`src/hdl/adr_pkg.sv`:
```
// shared constants and command types for the dead reckoning chain
package adr_pkg;

    localparam int WINDOW        = 20;
    localparam int SAMPLE_BITS   = 11;
    localparam int DEADBAND_BITS = 8;
    localparam int GAIN_BITS     = 16;
    localparam int MS_BITS       = 16;
    localparam int OUT_BITS      = 32;
    localparam int CFG_BITS      = 16;
    localparam int CFG_IDX_BITS  = 2;
    localparam int MS_PER_S      = 1000;
    localparam int Q16_SHIFT     = 16;

    localparam logic [DEADBAND_BITS-1:0] DEADBAND_RESET = DEADBAND_BITS'(3);
    localparam logic [GAIN_BITS-1:0]     GAIN_RESET     = GAIN_BITS'(3213);

    localparam logic [CFG_IDX_BITS-1:0] CFG_ACCEL_OFFSET = CFG_IDX_BITS'(0);
    localparam logic [CFG_IDX_BITS-1:0] CFG_DEADBAND     = CFG_IDX_BITS'(1);
    localparam logic [CFG_IDX_BITS-1:0] CFG_GAIN         = CFG_IDX_BITS'(2);

    // running sums of the two windows
    localparam int ASUM_BITS = SAMPLE_BITS + $clog2(WINDOW);
    localparam int VSUM_BITS = OUT_BITS + $clog2(WINDOW);

    // serial multiplier: wide multiplicand, one multiplier bit per cycle
    localparam int MUL_A_BITS   = 32;
    localparam int MUL_B_BITS   = 16;
    localparam int PROD_BITS    = MUL_A_BITS + MUL_B_BITS;
    localparam int MUL_CNT_BITS = $clog2(MUL_B_BITS + 1);

    // serial divider: one quotient bit per cycle, small constant divisors
    localparam int DVD_BITS     = PROD_BITS;
    localparam int DVS_BITS     = 10;
    localparam int DIV_CNT_BITS = $clog2(DVD_BITS + 1);

    // velocity increment: |delta| * gain * ms, then drop the q16 fraction
    localparam int INC_PROD_BITS = SAMPLE_BITS + GAIN_BITS + MS_BITS;
    localparam int INC_DVD_BITS  = INC_PROD_BITS - Q16_SHIFT;

    typedef struct packed {
        logic                  start;
        logic [MUL_A_BITS-1:0] a;
        logic [MUL_B_BITS-1:0] b;
    } mul_cmd_t;

    typedef struct packed {
        logic                    start;
        logic [DVD_BITS-1:0]     dividend;
        logic [DVS_BITS-1:0]     divisor;
        logic [DIV_CNT_BITS-1:0] len;
    } div_cmd_t;

endpackage

```
`src/hdl/accel_dead_reckoning_chain.sv`:
```
// one-axis dead reckoning: calibrate, average, integrate velocity, derive distance
//
// One sample beat in gives one result beat out. The sample is offset-corrected,
// zeroed inside the deadband and averaged over a 20-deep window; the change of
// that average times gain and elapsed time updates a saturating velocity, which
// is averaged over a second 20-deep window and scaled by elapsed time into
// distance. All products and quotients come from one bit-serial multiplier and
// one bit-serial divider (one quotient bit per cycle), used in turn, so the
// input stalls from acceptance until the result beat is offered; the next
// sample can be taken in the same cycle that the result is first offered.
// A new sample is taken once the previous result sits in the output register,
// even while that result is still stalled. Both windows clear on reset.
module accel_dead_reckoning_chain
    import adr_pkg::*;
(
    input  logic                          clk,
    input  logic                          rst_n,
    input  logic                          in_valid,
    output logic                          in_stall,
    input  logic signed [SAMPLE_BITS-1:0] accel_sample,
    input  logic [MS_BITS-1:0]            elapsed_ms,
    output logic                          out_valid,
    input  logic                          out_stall,
    output logic signed [OUT_BITS-1:0]    velocity,
    output logic signed [OUT_BITS-1:0]    distance,
    input  logic                          cfg_write,
    input  logic [CFG_IDX_BITS-1:0]       cfg_index,
    input  logic [CFG_BITS-1:0]           cfg_data
);

    typedef enum logic [3:0] {
        ST_IDLE,
        ST_DIV_A,
        ST_MUL_G,
        ST_MUL_T,
        ST_DIV_I,
        ST_VEL,
        ST_PUSH_V,
        ST_LAUNCH_V,
        ST_DIV_V,
        ST_MUL_D,
        ST_DIV_D,
        ST_OUT
    } state_t;

    state_t state_reg;

    logic signed [SAMPLE_BITS-1:0] offset_reg;
    logic [DEADBAND_BITS-1:0]      deadband_reg;
    logic [GAIN_BITS-1:0]          gain_reg;

    logic signed [SAMPLE_BITS-1:0] accel_win_reg [WINDOW];
    logic signed [OUT_BITS-1:0]    vel_win_reg [WINDOW];
    logic signed [ASUM_BITS-1:0]   asum_reg;
    logic signed [VSUM_BITS-1:0]   vsum_reg;
    logic signed [SAMPLE_BITS-1:0] prev_avg_reg;
    logic signed [OUT_BITS-1:0]    vacc_reg;
    logic signed [OUT_BITS:0]      inc_reg;
    logic                          inc_neg_reg;
    logic                          vavg_neg_reg;
    logic [MS_BITS-1:0]            ms_reg;
    logic                          out_valid_reg;
    logic signed [OUT_BITS-1:0]    velocity_reg;
    logic signed [OUT_BITS-1:0]    distance_reg;

    mul_cmd_t             mul_cmd_reg;
    div_cmd_t             div_cmd_reg;
    logic [PROD_BITS-1:0] mul_prod;
    logic                 mul_done;
    logic [DVD_BITS-1:0]  div_quo;
    logic                 div_done;

    logic                          in_take;
    logic [SAMPLE_BITS-1:0]        raw_mag;
    logic [SAMPLE_BITS-1:0]        off_mag;
    logic signed [SAMPLE_BITS:0]   mag_gap;
    logic                          in_band;
    logic signed [SAMPLE_BITS:0]   cal_diff;
    logic signed [SAMPLE_BITS-1:0] cal_sat;
    logic signed [SAMPLE_BITS-1:0] cal;
    logic signed [ASUM_BITS-1:0]   asum_next;
    logic [ASUM_BITS-1:0]          asum_mag;
    logic signed [SAMPLE_BITS-1:0] avg_now;
    logic signed [SAMPLE_BITS:0]   delta;
    logic [SAMPLE_BITS:0]          delta_mag;
    logic signed [OUT_BITS:0]      vacc_sum;
    logic signed [OUT_BITS-1:0]    vacc_next;
    logic [VSUM_BITS-1:0]          vsum_mag;
    logic                          dist_over;
    logic signed [OUT_BITS-1:0]    dist_sat;

    adr_mul u_mul (
        .clk     (clk),
        .rst_n   (rst_n),
        .cmd     (mul_cmd_reg),
        .product (mul_prod),
        .done    (mul_done)
    );

    adr_div u_div (
        .clk      (clk),
        .rst_n    (rst_n),
        .cmd      (div_cmd_reg),
        .quotient (div_quo),
        .done     (div_done)
    );

    always_ff @(posedge clk or negedge rst_n)
    begin
        if (!rst_n)
        begin
            offset_reg   <= '0;
            deadband_reg <= DEADBAND_RESET;
            gain_reg     <= GAIN_RESET;
        end
        else if (cfg_write)
        begin
            unique case (cfg_index)
                CFG_ACCEL_OFFSET: offset_reg   <= cfg_data[SAMPLE_BITS-1:0];
                CFG_DEADBAND:     deadband_reg <= cfg_data[DEADBAND_BITS-1:0];
                CFG_GAIN:         gain_reg     <= cfg_data[GAIN_BITS-1:0];
                default:          ;
            endcase
        end
    end

    assign in_take  = in_valid && (state_reg == ST_IDLE);
    assign in_stall = (state_reg != ST_IDLE);

    // calibration and deadband
    assign raw_mag = accel_sample[SAMPLE_BITS-1] ? SAMPLE_BITS'(0) - accel_sample
                                                 : accel_sample;
    assign off_mag = offset_reg[SAMPLE_BITS-1] ? SAMPLE_BITS'(0) - offset_reg : offset_reg;
    assign mag_gap = $signed({1'b0, raw_mag}) - $signed({1'b0, off_mag});
    assign in_band = mag_gap < $signed({{(SAMPLE_BITS + 1 - DEADBAND_BITS){1'b0}},
                                        deadband_reg});
    assign cal_diff = (SAMPLE_BITS + 1)'(accel_sample) - (SAMPLE_BITS + 1)'(offset_reg);

    always_comb
    begin
        if (cal_diff[SAMPLE_BITS] != cal_diff[SAMPLE_BITS-1])
            cal_sat = cal_diff[SAMPLE_BITS] ? {1'b1, {(SAMPLE_BITS - 1){1'b0}}}
                                            : {1'b0, {(SAMPLE_BITS - 1){1'b1}}};
        else
            cal_sat = cal_diff[SAMPLE_BITS-1:0];
    end

    assign cal       = in_band ? SAMPLE_BITS'(0) : cal_sat;
    assign asum_next = asum_reg - ASUM_BITS'(accel_win_reg[0]) + ASUM_BITS'(cal);
    assign asum_mag  = asum_next[ASUM_BITS-1] ? ASUM_BITS'(0) - asum_next : asum_next;

    // averaged acceleration and its change since the previous item
    assign avg_now   = asum_reg[ASUM_BITS-1] ? SAMPLE_BITS'(0) - div_quo[SAMPLE_BITS-1:0]
                                             : div_quo[SAMPLE_BITS-1:0];
    assign delta     = (SAMPLE_BITS + 1)'(prev_avg_reg) - (SAMPLE_BITS + 1)'(avg_now);
    assign delta_mag = delta[SAMPLE_BITS] ? (SAMPLE_BITS + 1)'(0) - delta : delta;

    // saturating velocity update
    assign vacc_sum = (OUT_BITS + 1)'(vacc_reg) + inc_reg;

    always_comb
    begin
        if (vacc_sum[OUT_BITS] != vacc_sum[OUT_BITS-1])
            vacc_next = vacc_sum[OUT_BITS] ? {1'b1, {(OUT_BITS - 1){1'b0}}}
                                           : {1'b0, {(OUT_BITS - 1){1'b1}}};
        else
            vacc_next = vacc_sum[OUT_BITS-1:0];
    end

    assign vsum_mag = vsum_reg[VSUM_BITS-1] ? VSUM_BITS'(0) - vsum_reg : vsum_reg;

    // distance magnitude sits in the divider; the negative side reaches one further
    always_comb
    begin
        if (vavg_neg_reg)
            dist_over = (|div_quo[DVD_BITS-1:OUT_BITS])
                     || (div_quo[OUT_BITS-1] && (|div_quo[OUT_BITS-2:0]));
        else
            dist_over = |div_quo[DVD_BITS-1:OUT_BITS-1];

        if (dist_over)
            dist_sat = vavg_neg_reg ? {1'b1, {(OUT_BITS - 1){1'b0}}}
                                    : {1'b0, {(OUT_BITS - 1){1'b1}}};
        else if (vavg_neg_reg)
            dist_sat = OUT_BITS'(0) - div_quo[OUT_BITS-1:0];
        else
            dist_sat = div_quo[OUT_BITS-1:0];
    end

    always_ff @(posedge clk or negedge rst_n)
    begin
        if (!rst_n)
        begin
            state_reg     <= ST_IDLE;
            for (int i = 0; i < WINDOW; i++)
            begin
                accel_win_reg[i] <= '0;
                vel_win_reg[i]   <= '0;
            end
            asum_reg      <= '0;
            vsum_reg      <= '0;
            prev_avg_reg  <= '0;
            vacc_reg      <= '0;
            inc_reg       <= '0;
            inc_neg_reg   <= 1'b0;
            vavg_neg_reg  <= 1'b0;
            ms_reg        <= '0;
            mul_cmd_reg   <= '0;
            div_cmd_reg   <= '0;
            out_valid_reg <= 1'b0;
            velocity_reg  <= '0;
            distance_reg  <= '0;
        end
        else
        begin
            mul_cmd_reg.start <= 1'b0;
            div_cmd_reg.start <= 1'b0;
            if (out_valid_reg && !out_stall)
                out_valid_reg <= 1'b0;

            unique case (state_reg)
                ST_IDLE:
                begin
                    if (in_take)
                    begin
                        for (int i = 0; i < WINDOW - 1; i++)
                            accel_win_reg[i] <= accel_win_reg[i+1];
                        accel_win_reg[WINDOW-1] <= cal;
                        asum_reg             <= asum_next;
                        ms_reg               <= elapsed_ms;
                        div_cmd_reg.start    <= 1'b1;
                        div_cmd_reg.dividend <= {asum_mag, {(DVD_BITS - ASUM_BITS){1'b0}}};
                        div_cmd_reg.divisor  <= DVS_BITS'(WINDOW);
                        div_cmd_reg.len      <= DIV_CNT_BITS'(ASUM_BITS);
                        state_reg            <= ST_DIV_A;
                    end
                end
                ST_DIV_A:
                begin
                    if (div_done)
                    begin
                        prev_avg_reg      <= avg_now;
                        inc_neg_reg       <= delta[SAMPLE_BITS];
                        mul_cmd_reg.start <= 1'b1;
                        mul_cmd_reg.a     <= MUL_A_BITS'(delta_mag[SAMPLE_BITS-1:0]);
                        mul_cmd_reg.b     <= gain_reg;
                        state_reg         <= ST_MUL_G;
                    end
                end
                ST_MUL_G:
                begin
                    if (mul_done)
                    begin
                        mul_cmd_reg.start <= 1'b1;
                        mul_cmd_reg.a     <= mul_prod[MUL_A_BITS-1:0];
                        mul_cmd_reg.b     <= ms_reg;
                        state_reg         <= ST_MUL_T;
                    end
                end
                ST_MUL_T:
                begin
                    if (mul_done)
                    begin
                        // q16 fraction is dropped before the divide by 1000
                        div_cmd_reg.start    <= 1'b1;
                        div_cmd_reg.dividend <= {mul_prod[INC_PROD_BITS-1:Q16_SHIFT],
                                                 {(DVD_BITS - INC_DVD_BITS){1'b0}}};
                        div_cmd_reg.divisor  <= DVS_BITS'(MS_PER_S);
                        div_cmd_reg.len      <= DIV_CNT_BITS'(INC_DVD_BITS);
                        state_reg            <= ST_DIV_I;
                    end
                end
                ST_DIV_I:
                begin
                    if (div_done)
                    begin
                        inc_reg   <= inc_neg_reg
                                   ? (OUT_BITS + 1)'(0) - (OUT_BITS + 1)'(div_quo[INC_DVD_BITS-1:0])
                                   : (OUT_BITS + 1)'(div_quo[INC_DVD_BITS-1:0]);
                        state_reg <= ST_VEL;
                    end
                end
                ST_VEL:
                begin
                    vacc_reg  <= vacc_next;
                    vsum_reg  <= vsum_reg - VSUM_BITS'(vel_win_reg[0]);
                    state_reg <= ST_PUSH_V;
                end
                ST_PUSH_V:
                begin
                    for (int i = 0; i < WINDOW - 1; i++)
                        vel_win_reg[i] <= vel_win_reg[i+1];
                    vel_win_reg[WINDOW-1] <= vacc_reg;
                    vsum_reg              <= vsum_reg + VSUM_BITS'(vacc_reg);
                    state_reg             <= ST_LAUNCH_V;
                end
                ST_LAUNCH_V:
                begin
                    vavg_neg_reg         <= vsum_reg[VSUM_BITS-1];
                    div_cmd_reg.start    <= 1'b1;
                    div_cmd_reg.dividend <= {vsum_mag, {(DVD_BITS - VSUM_BITS){1'b0}}};
                    div_cmd_reg.divisor  <= DVS_BITS'(WINDOW);
                    div_cmd_reg.len      <= DIV_CNT_BITS'(VSUM_BITS);
                    state_reg            <= ST_DIV_V;
                end
                ST_DIV_V:
                begin
                    if (div_done)
                    begin
                        mul_cmd_reg.start <= 1'b1;
                        mul_cmd_reg.a     <= div_quo[MUL_A_BITS-1:0];
                        mul_cmd_reg.b     <= ms_reg;
                        state_reg         <= ST_MUL_D;
                    end
                end
                ST_MUL_D:
                begin
                    if (mul_done)
                    begin
                        div_cmd_reg.start    <= 1'b1;
                        div_cmd_reg.dividend <= mul_prod;
                        div_cmd_reg.divisor  <= DVS_BITS'(MS_PER_S);
                        div_cmd_reg.len      <= DIV_CNT_BITS'(DVD_BITS);
                        state_reg            <= ST_DIV_D;
                    end
                end
                ST_DIV_D:
                begin
                    if (div_done)
                        state_reg <= ST_OUT;
                end
                ST_OUT:
                begin
                    // wait until the output register is free or being taken
                    if (!out_valid_reg || !out_stall)
                    begin
                        velocity_reg  <= vacc_reg;
                        distance_reg  <= dist_sat;
                        out_valid_reg <= 1'b1;
                        state_reg     <= ST_IDLE;
                    end
                end
                default:
                begin
                    state_reg <= ST_IDLE;
                end
            endcase
        end
    end

    assign out_valid = out_valid_reg;
    assign velocity  = velocity_reg;
    assign distance  = distance_reg;

endmodule

```
`src/hdl/adr_mul.sv`:
```
// bit-serial shift-add multiplier, multiplier msb first
module adr_mul
    import adr_pkg::*;
(
    input  logic                 clk,
    input  logic                 rst_n,
    input  mul_cmd_t             cmd,
    output logic [PROD_BITS-1:0] product,
    output logic                 done
);

    logic [PROD_BITS-1:0]    acc_reg;
    logic [PROD_BITS-1:0]    acc_next;
    logic [MUL_A_BITS-1:0]   a_reg;
    logic [MUL_B_BITS-1:0]   b_reg;
    logic [MUL_CNT_BITS-1:0] cnt_reg;
    logic                    busy_reg;
    logic                    done_reg;

    assign acc_next = {acc_reg[PROD_BITS-2:0], 1'b0}
                    + (b_reg[MUL_B_BITS-1] ? PROD_BITS'(a_reg) : PROD_BITS'(0));

    always_ff @(posedge clk or negedge rst_n)
    begin
        if (!rst_n)
        begin
            busy_reg <= 1'b0;
            done_reg <= 1'b0;
            cnt_reg  <= '0;
        end
        else if (cmd.start)
        begin
            busy_reg <= 1'b1;
            done_reg <= 1'b0;
            cnt_reg  <= MUL_CNT_BITS'(MUL_B_BITS);
        end
        else if (busy_reg)
        begin
            cnt_reg <= cnt_reg - MUL_CNT_BITS'(1);
            if (cnt_reg == MUL_CNT_BITS'(1))
            begin
                busy_reg <= 1'b0;
                done_reg <= 1'b1;
            end
        end
        else
        begin
            done_reg <= 1'b0;
        end
    end

    always_ff @(posedge clk)
    begin
        if (cmd.start)
        begin
            acc_reg <= '0;
            a_reg   <= cmd.a;
            b_reg   <= cmd.b;
        end
        else if (busy_reg)
        begin
            acc_reg <= acc_next;
            b_reg   <= {b_reg[MUL_B_BITS-2:0], 1'b0};
        end
    end

    assign product = acc_reg;
    assign done    = done_reg;

endmodule

```
`src/hdl/adr_div.sv`:
```
// bit-serial restoring divider, quotient shifts in where the dividend shifts out
module adr_div
    import adr_pkg::*;
(
    input  logic                clk,
    input  logic                rst_n,
    input  div_cmd_t            cmd,
    output logic [DVD_BITS-1:0] quotient,
    output logic                done
);

    logic [DVD_BITS-1:0]     dvd_reg;
    logic [DVS_BITS-1:0]     dvs_reg;
    logic [DVS_BITS-1:0]     rem_reg;
    logic [DVS_BITS-1:0]     rem_next;
    logic [DVS_BITS:0]       trial;
    logic [DVS_BITS:0]       trial_sub;
    logic                    fits;
    logic [DIV_CNT_BITS-1:0] cnt_reg;
    logic                    busy_reg;
    logic                    done_reg;

    assign trial     = {rem_reg, dvd_reg[DVD_BITS-1]};
    assign fits      = trial >= {1'b0, dvs_reg};
    assign trial_sub = trial - {1'b0, dvs_reg};
    // remainder stays below the divisor, so the top bit drops in both arms
    assign rem_next  = fits ? trial_sub[DVS_BITS-1:0] : trial[DVS_BITS-1:0];

    always_ff @(posedge clk or negedge rst_n)
    begin
        if (!rst_n)
        begin
            busy_reg <= 1'b0;
            done_reg <= 1'b0;
            cnt_reg  <= '0;
        end
        else if (cmd.start)
        begin
            busy_reg <= 1'b1;
            done_reg <= 1'b0;
            cnt_reg  <= cmd.len;
        end
        else if (busy_reg)
        begin
            cnt_reg <= cnt_reg - DIV_CNT_BITS'(1);
            if (cnt_reg == DIV_CNT_BITS'(1))
            begin
                busy_reg <= 1'b0;
                done_reg <= 1'b1;
            end
        end
        else
        begin
            done_reg <= 1'b0;
        end
    end

    always_ff @(posedge clk)
    begin
        if (cmd.start)
        begin
            dvd_reg <= cmd.dividend;
            dvs_reg <= cmd.divisor;
            rem_reg <= '0;
        end
        else if (busy_reg)
        begin
            dvd_reg <= {dvd_reg[DVD_BITS-2:0], fits};
            rem_reg <= rem_next;
        end
    end

    assign quotient = dvd_reg;
    assign done     = done_reg;

endmodule

```
`config.mk`:
```
export PLATFORM = sky130hd
export DESIGN_NAME = accel_dead_reckoning_chain
export DESIGN_NICKNAME = d
export VERILOG_FILES = /design/src/hdl/adr_pkg.sv /design/src/hdl/accel_dead_reckoning_chain.sv /design/src/hdl/adr_mul.sv /design/src/hdl/adr_div.sv
export SDC_FILE = /design/constraint.sdc
export NUM_CORES = 2
export LEC_CHECK = 0
export ABC_AREA = 1
export BUFFER_PORTS_ARGS = -buffer_cell sky130_fd_sc_hd__buf_2
export CAP_MARGIN = 20
export CORE_ASPECT_RATIO = 0.6
export CORE_MARGIN = 2
export CORE_UTILIZATION = 65
export CTS_BUF_LIST = sky130_fd_sc_hd__clkbuf_4
export DETAILED_ROUTE_END_ITERATION = 12
export PLACE_DENSITY = 0.82
export SETUP_SLACK_MARGIN = 0.2
export SLEW_MARGIN = 10
export SYNTH_ARGS = -nofsm -noshare
export SYNTH_HDL_FRONTEND = slang
export SYNTH_HIERARCHICAL = 1
export SYNTH_SLANG_ARGS = --single-unit
export TNS_END_PERCENT = 50
```
`constraint.sdc`:
```
create_clock -name clk -period 7.3 [get_ports clk]
set_input_delay 0 -clock clk [delete_from_list [all_inputs] [get_ports clk]]
set_output_delay 0 -clock clk [all_outputs]
set_load 0.01 [all_outputs]
```
# == Word-level counts from Yosys, hierarchy flattened ==
# Index checks and enable logic that the tools add are counted.
# classes
add_sub_neg,20
order_cmp,2
eq_ne,28
mux,60
reduce_logical,28
# op_table
cell,count
$pmux 65 s4,1
$mux 65,3
$mux 32,6
$mux 49,3
$pmux 49 s3,1
$mux 48,2
$mux 11,7
$pmux 37 s2,1
$add 48x48->48,1
$mux 16,3
$pmux 4 s12,1
$sub 1x11->11 const A,4
$add 37x32->37,1
$mux 37,1
$sub 1x37->37 const A,1
$sub 37x32->37,1
$mux 4,9
$sub 11x11->12,3
$add 32x33->33,1
$mux 33,1
$sub 1x32->32 const A,1
$reduce_or 31->1,1
$sub 1x27->28 const A,1
$reduce_or 17->1,1
36 further kinds,83
# word_totals
regBits,1404

# == Depth between registers and ports, before layout ==
# depth
ltp_word,10
mapped_depth,44
ltp_nobuf,44

# == Hierarchy ==
# The synthesis kept the hierarchy.
# modules_own_cells
module,n_inst,cells_per_inst,area_per_inst_um2
accel_dead_reckoning_chain,1,7165,57771.7
adr_mul,1,1034,6895.4
adr_div,1,444,3865.0

# == Least setup slack after synthesis ==
# No wires, ideal clock.
# synth_path
path_kind,register -> register
from,reg offset_reg[1]
to,reg div_cmd_reg[62] (netlist name)
arrival_ns,5.356
path_slack_ns,1.814
path_stages_with_launch,42
synth_period_minus_slack_ns,5.486
cell_sequence,dfrtp_1 -> inv_1 -> ha_1 -> inv_1 -> nor2_1 -> a21oi_1 -> xor2_1 -> inv_1 -> ha_1 -> nand2_1 -> inv_1 -> nand2_1 -> nand2_1 -> a21oi_1 -> nor2_1 -> nor2_1 -> xnor2_1 -> ha_1 -> [6 not listed] -> fa_1 -> inv_1 -> fa_1 -> inv_1 -> nand3_1 -> nand2_1 -> nand2_1 -> nand2_1 -> xor2_1 -> inv_1 -> nand2_1 -> nor2_2 -> nand3_1 -> nand2_1 -> nand2_1 -> nand2_2 -> nand3_2 -> nand4_2
# synth_between
elab_chain_cells,10
elab_cells_between_ends,14
classes_between,add/sub: 5; order compare: 1; eq/ne: 1; mux: 7
# synth_lines
item,line,source
from (decl),accel_dead_reckoning_chain.sv:48,logic signed [SAMPLE_BITS-1:0] offset_reg;
from (signal assigned),accel_dead_reckoning_chain.sv:119,CFG_ACCEL_OFFSET: offset_reg <= cfg_data[SAMPLE_BITS-1:0];
$sub 1x11->11,accel_dead_reckoning_chain.sv:133,assign off_mag = offset_reg[SAMPLE_BITS-1] ? SAMPLE_BITS'(0) - offset_reg : offset_reg;
$mux 11,accel_dead_reckoning_chain.sv:133,
$sub 11x11->12,accel_dead_reckoning_chain.sv:134,"assign mag_gap = $signed({1'b0, raw_mag}) - $signed({1'b0, off_mag});"
$lt 12x9->1,accel_dead_reckoning_chain.sv:135,"assign in_band = mag_gap < $signed({{(SAMPLE_BITS + 1 - DEADBAND_BITS){1'b0}},"
$mux 11 (*),accel_dead_reckoning_chain.sv:148,assign cal = in_band ? SAMPLE_BITS'(0) : cal_sat;
via cal[1],accel_dead_reckoning_chain.sv:80,logic signed [SAMPLE_BITS-1:0] cal;
$add 16x11->16 (*),accel_dead_reckoning_chain.sv:149,assign asum_next = asum_reg - ASUM_BITS'(accel_win_reg[0]) + ASUM_BITS'(cal);
$sub 1x16->16,accel_dead_reckoning_chain.sv:150,assign asum_mag = asum_next[ASUM_BITS-1] ? ASUM_BITS'(0) - asum_next : asum_next;
$mux 16 (*),accel_dead_reckoning_chain.sv:150,
$mux 65 (*),accel_dead_reckoning_chain.sv:224,if (in_take)
$pmux 65 s4 (*),accel_dead_reckoning_chain.sv:221,unique case (state_reg)
to (decl),accel_dead_reckoning_chain.sv:67,div_cmd_t div_cmd_reg;
# Mark *: on every way through the listed nets, which the timed path passes. The rest lies on a longest branch. The select of a mux whose other input is x is not followed.
# A chain may end at the register's enable or synchronous reset.

# == Worst setup path in the final report ==
# layout_path
from,reg offset_reg[2]
to,reg div_cmd_reg[53] (netlist name)
# layout_between
elab_chain_cells,10
elab_cells_between_ends,14
classes_between,add/sub: 5; order compare: 1; eq/ne: 1; mux: 7
# layout_lines
item,line
$sub 1x11->11,accel_dead_reckoning_chain.sv:133
$mux 11,accel_dead_reckoning_chain.sv:133
$sub 11x11->12,accel_dead_reckoning_chain.sv:134
$lt 12x9->1,accel_dead_reckoning_chain.sv:135
$mux 11 (*),accel_dead_reckoning_chain.sv:148
$add 16x11->16 (*),accel_dead_reckoning_chain.sv:149
$sub 1x16->16,accel_dead_reckoning_chain.sv:150
$mux 16 (*),accel_dead_reckoning_chain.sv:150
$mux 65 (*),accel_dead_reckoning_chain.sv:224
$pmux 65 s4 (*),accel_dead_reckoning_chain.sv:221
# Mark *: on every way between the ends. The rest lies on a longest branch, timed or not. The select of a mux whose other input is x is not followed.

==> metrics.yaml <==
cts_sinks: 1390
timing.final.crit_share_pct: 90.9
firstDrtPassIters: 6
crit_arrival_ps: 7760
slew_violations: 0
p_leak_nw: 41.4
syn-cell-area_um2: 68500
worst_pin_slew_ps: 1120
antenna_found_initial: 3
die_x_um: 423
nets: 9203
grt_max_degree: 266
drive_gt1_share_pct: 9.95
drtAntennaViolNets: 0
critPathSlowestCell: "dlygate4sd3_1"
fin_skew_ps: 112
synth-edff-count: 106
grt_use_total_pct: 35.2
cts_tree: "built"
yosys.area_share.adder_pct: 3.89
start_kind: "flip-flop"
synth.mux.area_fraction_pct: 0.0822
dieArea_um2: 108000
synth_compound_area_share_pct: 7.97
synth_cell_type_count: 72
hold_class: "primary input to flip-flop"
synth.ff_latch_count: 1390
synth_top_flop_cell: "dfrtp_1"
synth.avg_cell_area_um2: 7.93
worst_path_most_repeated_cell: "nand2_1"
dp_hpwl_um: 129000
numCtsBuffers: 334
synth_simple_gate_area_share_pct: 29.2
final_area_um2: 75700
grt_pass1_wl_um: 305000
drt-initial-drc-count: 7228
grt_setup_unrepaired: "true"
hold_viol_final: 0
h-tree-depth: 5
synth_top_area_share_pct: 44.5
wl_per_cell_um: 17.9
wl_um: 190000
core-area_um2: 105000
relSlewSlack_pct: 25.5
synthArstFlopShare_pct: 88.2
syn2layout_area_growth_pct: 10.4
grt-ovfl-total: 0
synth_xor_xnor_area_share_pct: 1.73
power_density_nw_per_um2: 222
setup-tns-final_ps: 0
drc_errors: 0
grt_pass1_vias: 56200
critPathMaxStageDelay_ps: 580
cp.required_ps: 8420
clkLatencyLatePin_ps: 1310
fp-row-count: 92
place_inst: 9884
total_power_mw: 16.8
gp_congestion: 0.987
final_cells: 10600
place_area_um2: 70000
criticalPathCategory: "flip-flop to flip-flop"
ys_top_cells_by_area: "dfrtp_1 (44%), nand2_1 (22%), edfxtp_1 (4.6%)"
fp.dieH_um: 256
port_buffers: 115
ir_drop_v: 0.000224
outcome: "finished, final reports clean"
vias: 59300
critPathMaxFanout: 16
synth_most_common_cell: "nand2_1"
fin_util_pct: 72.2
synth_area_leader_cell: "dfrtp_1"
synth_top_family_by_area: "simple AND/OR/NAND/NOR gates"
maxCapViolations: 0
clockBufferDepth: 4
max_freq_mhz: 151
synth-seq-area-share_pct: 51.1
yosys_warnings: 6
min_period_ps: 6640
io_pins: 116
path_clk_slew_ps: 70
via_per_inst: 5.59
synth_common_cells: "nand2_1 (3942), dfrtp_1 (1218), inv_1 (690)"
initial_core_util_pct: 65.4
cts-root-buf: "clkbuf_4"
largest_register_ffs: 640
final-setup-viol-count: 0
post-cts-setup-buffer-count: 0
synthCells: 8643
cp-end-kind: "flip-flop"
repair_timing:
item,CTS,global route
gates resized for setup,0,10
hold buffers,141,0
endpoints found under the hold margin,1315,0
setup endpoints to repair,0,16
cell usage in the layout (no fill, tap or decap), types with 39 or more instances in the layout:
cell,netlist,routed
a21oi_1,247,246
buf_2,53,114
buf_4,12,39
clkbuf_4,0,489
clkinv_1,4,59
dfrtp_1,1218,1216
dfxtp_1,58,58
dlygate4sd3_1,0,140
edfxtp_1,106,106
ha_1,178,177
inv_1,690,688
nand2_1,3942,3941
nand2_2,42,42
nand3_1,275,273
nand4_1,65,65
nor2_1,373,368
nor3_1,53,53
o211ai_1,56,56
o21ai_0,397,396
xor2_1,103,102
kinds of logic (layout without fill, tap and decap cells):
| kind of cell | count (synthesis) | after routing |
|---|---|---|
| AO/OA/AOI/OAI | 933 | 933 |
| XOR/XNOR | 134 | 134 |
| adder cells (fa/ha/maj) | 200 | 200 |
| buffers and inverters | 1045 | 1585 |
| flip-flops | 1390 | 1390 |
| multiplexers | 5 | 5 |
| other | 1 | 9 |
| AND/OR/NAND/NOR | 4935 | 4935 |
final cells by class:
class	count	area (um2)
diodes	7	17.5
multi-input cells	6209	29500
well taps	1410	1760
repair buffers	305	2530
clock buffers	489	3670
flip-flops and latches	1390	35000
clock inverters	78	432
fillers	8107	29100
inverters	713	2690
report_power, final:
group | total [mW] | leakage (nW) | internal, mW | switching (mW)
sequential | 7.83 | 18.1 | 7.80 | 0.0286
combinational | 2.56 | 20.8 | 0.826 | 1.73
clock | 6.38 | 2.46 | 3.21 | 3.17
stage by stage:
step | worst slack, ps | hold WS (ps)
2_1_floorplan | 1810 | -296
5_1_grt | 163 | 138
3_3_place_gp | 691 | 77.7
3_5_place_dp | 547 | 84.9
4_1_cts | 520 | 17.5
6_report | 661 | 115
final timing paths:
| path | from | to | slack (ps) | depth (start not counted) |
|---|---|---|---|---|
| setup / recovery | offset_reg[2] | div_cmd_reg[53] | 660 | 35 |
| hold / removal | out_stall | out_valid | 110 | 5 |
| setup reg to reg | offset_reg[2] | div_cmd_reg[53] | 660 | 35 |
| hold reg to reg | accel_win_reg[97] | accel_win_reg[108] | 370 | 2 |
| max in group asynchronous | rst_n | gain_reg[2] | 5270 | 6 |
| min in group asynchronous | rst_n | vel_win_reg[277] | 590 | 5 |
critical path: cells and delay by family, from the launching register on:
| family | cells | cell delay [ps] |
|---|---|---|
| buffers and inverters | 8 | 1650 |
| AND/OR/NAND/NOR | 18 | 1860 |
| AO/OA/AOI/OAI | 5 | 1150 |
| adder cells (fa/ha/maj) | 4 | 1430 |
| flip-flops | 1 | 430 |
layer usage:
layer | global-route usage (%) | share of wire, % | vias to the layer above
met5 | 0 | 0.025 | -
met4 | 9.94 | 2.0 | 2
met3 | 10.0 | 11 | 332
met2 | 46.9 | 40 | 2736
met1 | 55.6 | 47 | 28100
li1 | - | - | 28100
Power figures use the tool's default switching activity.
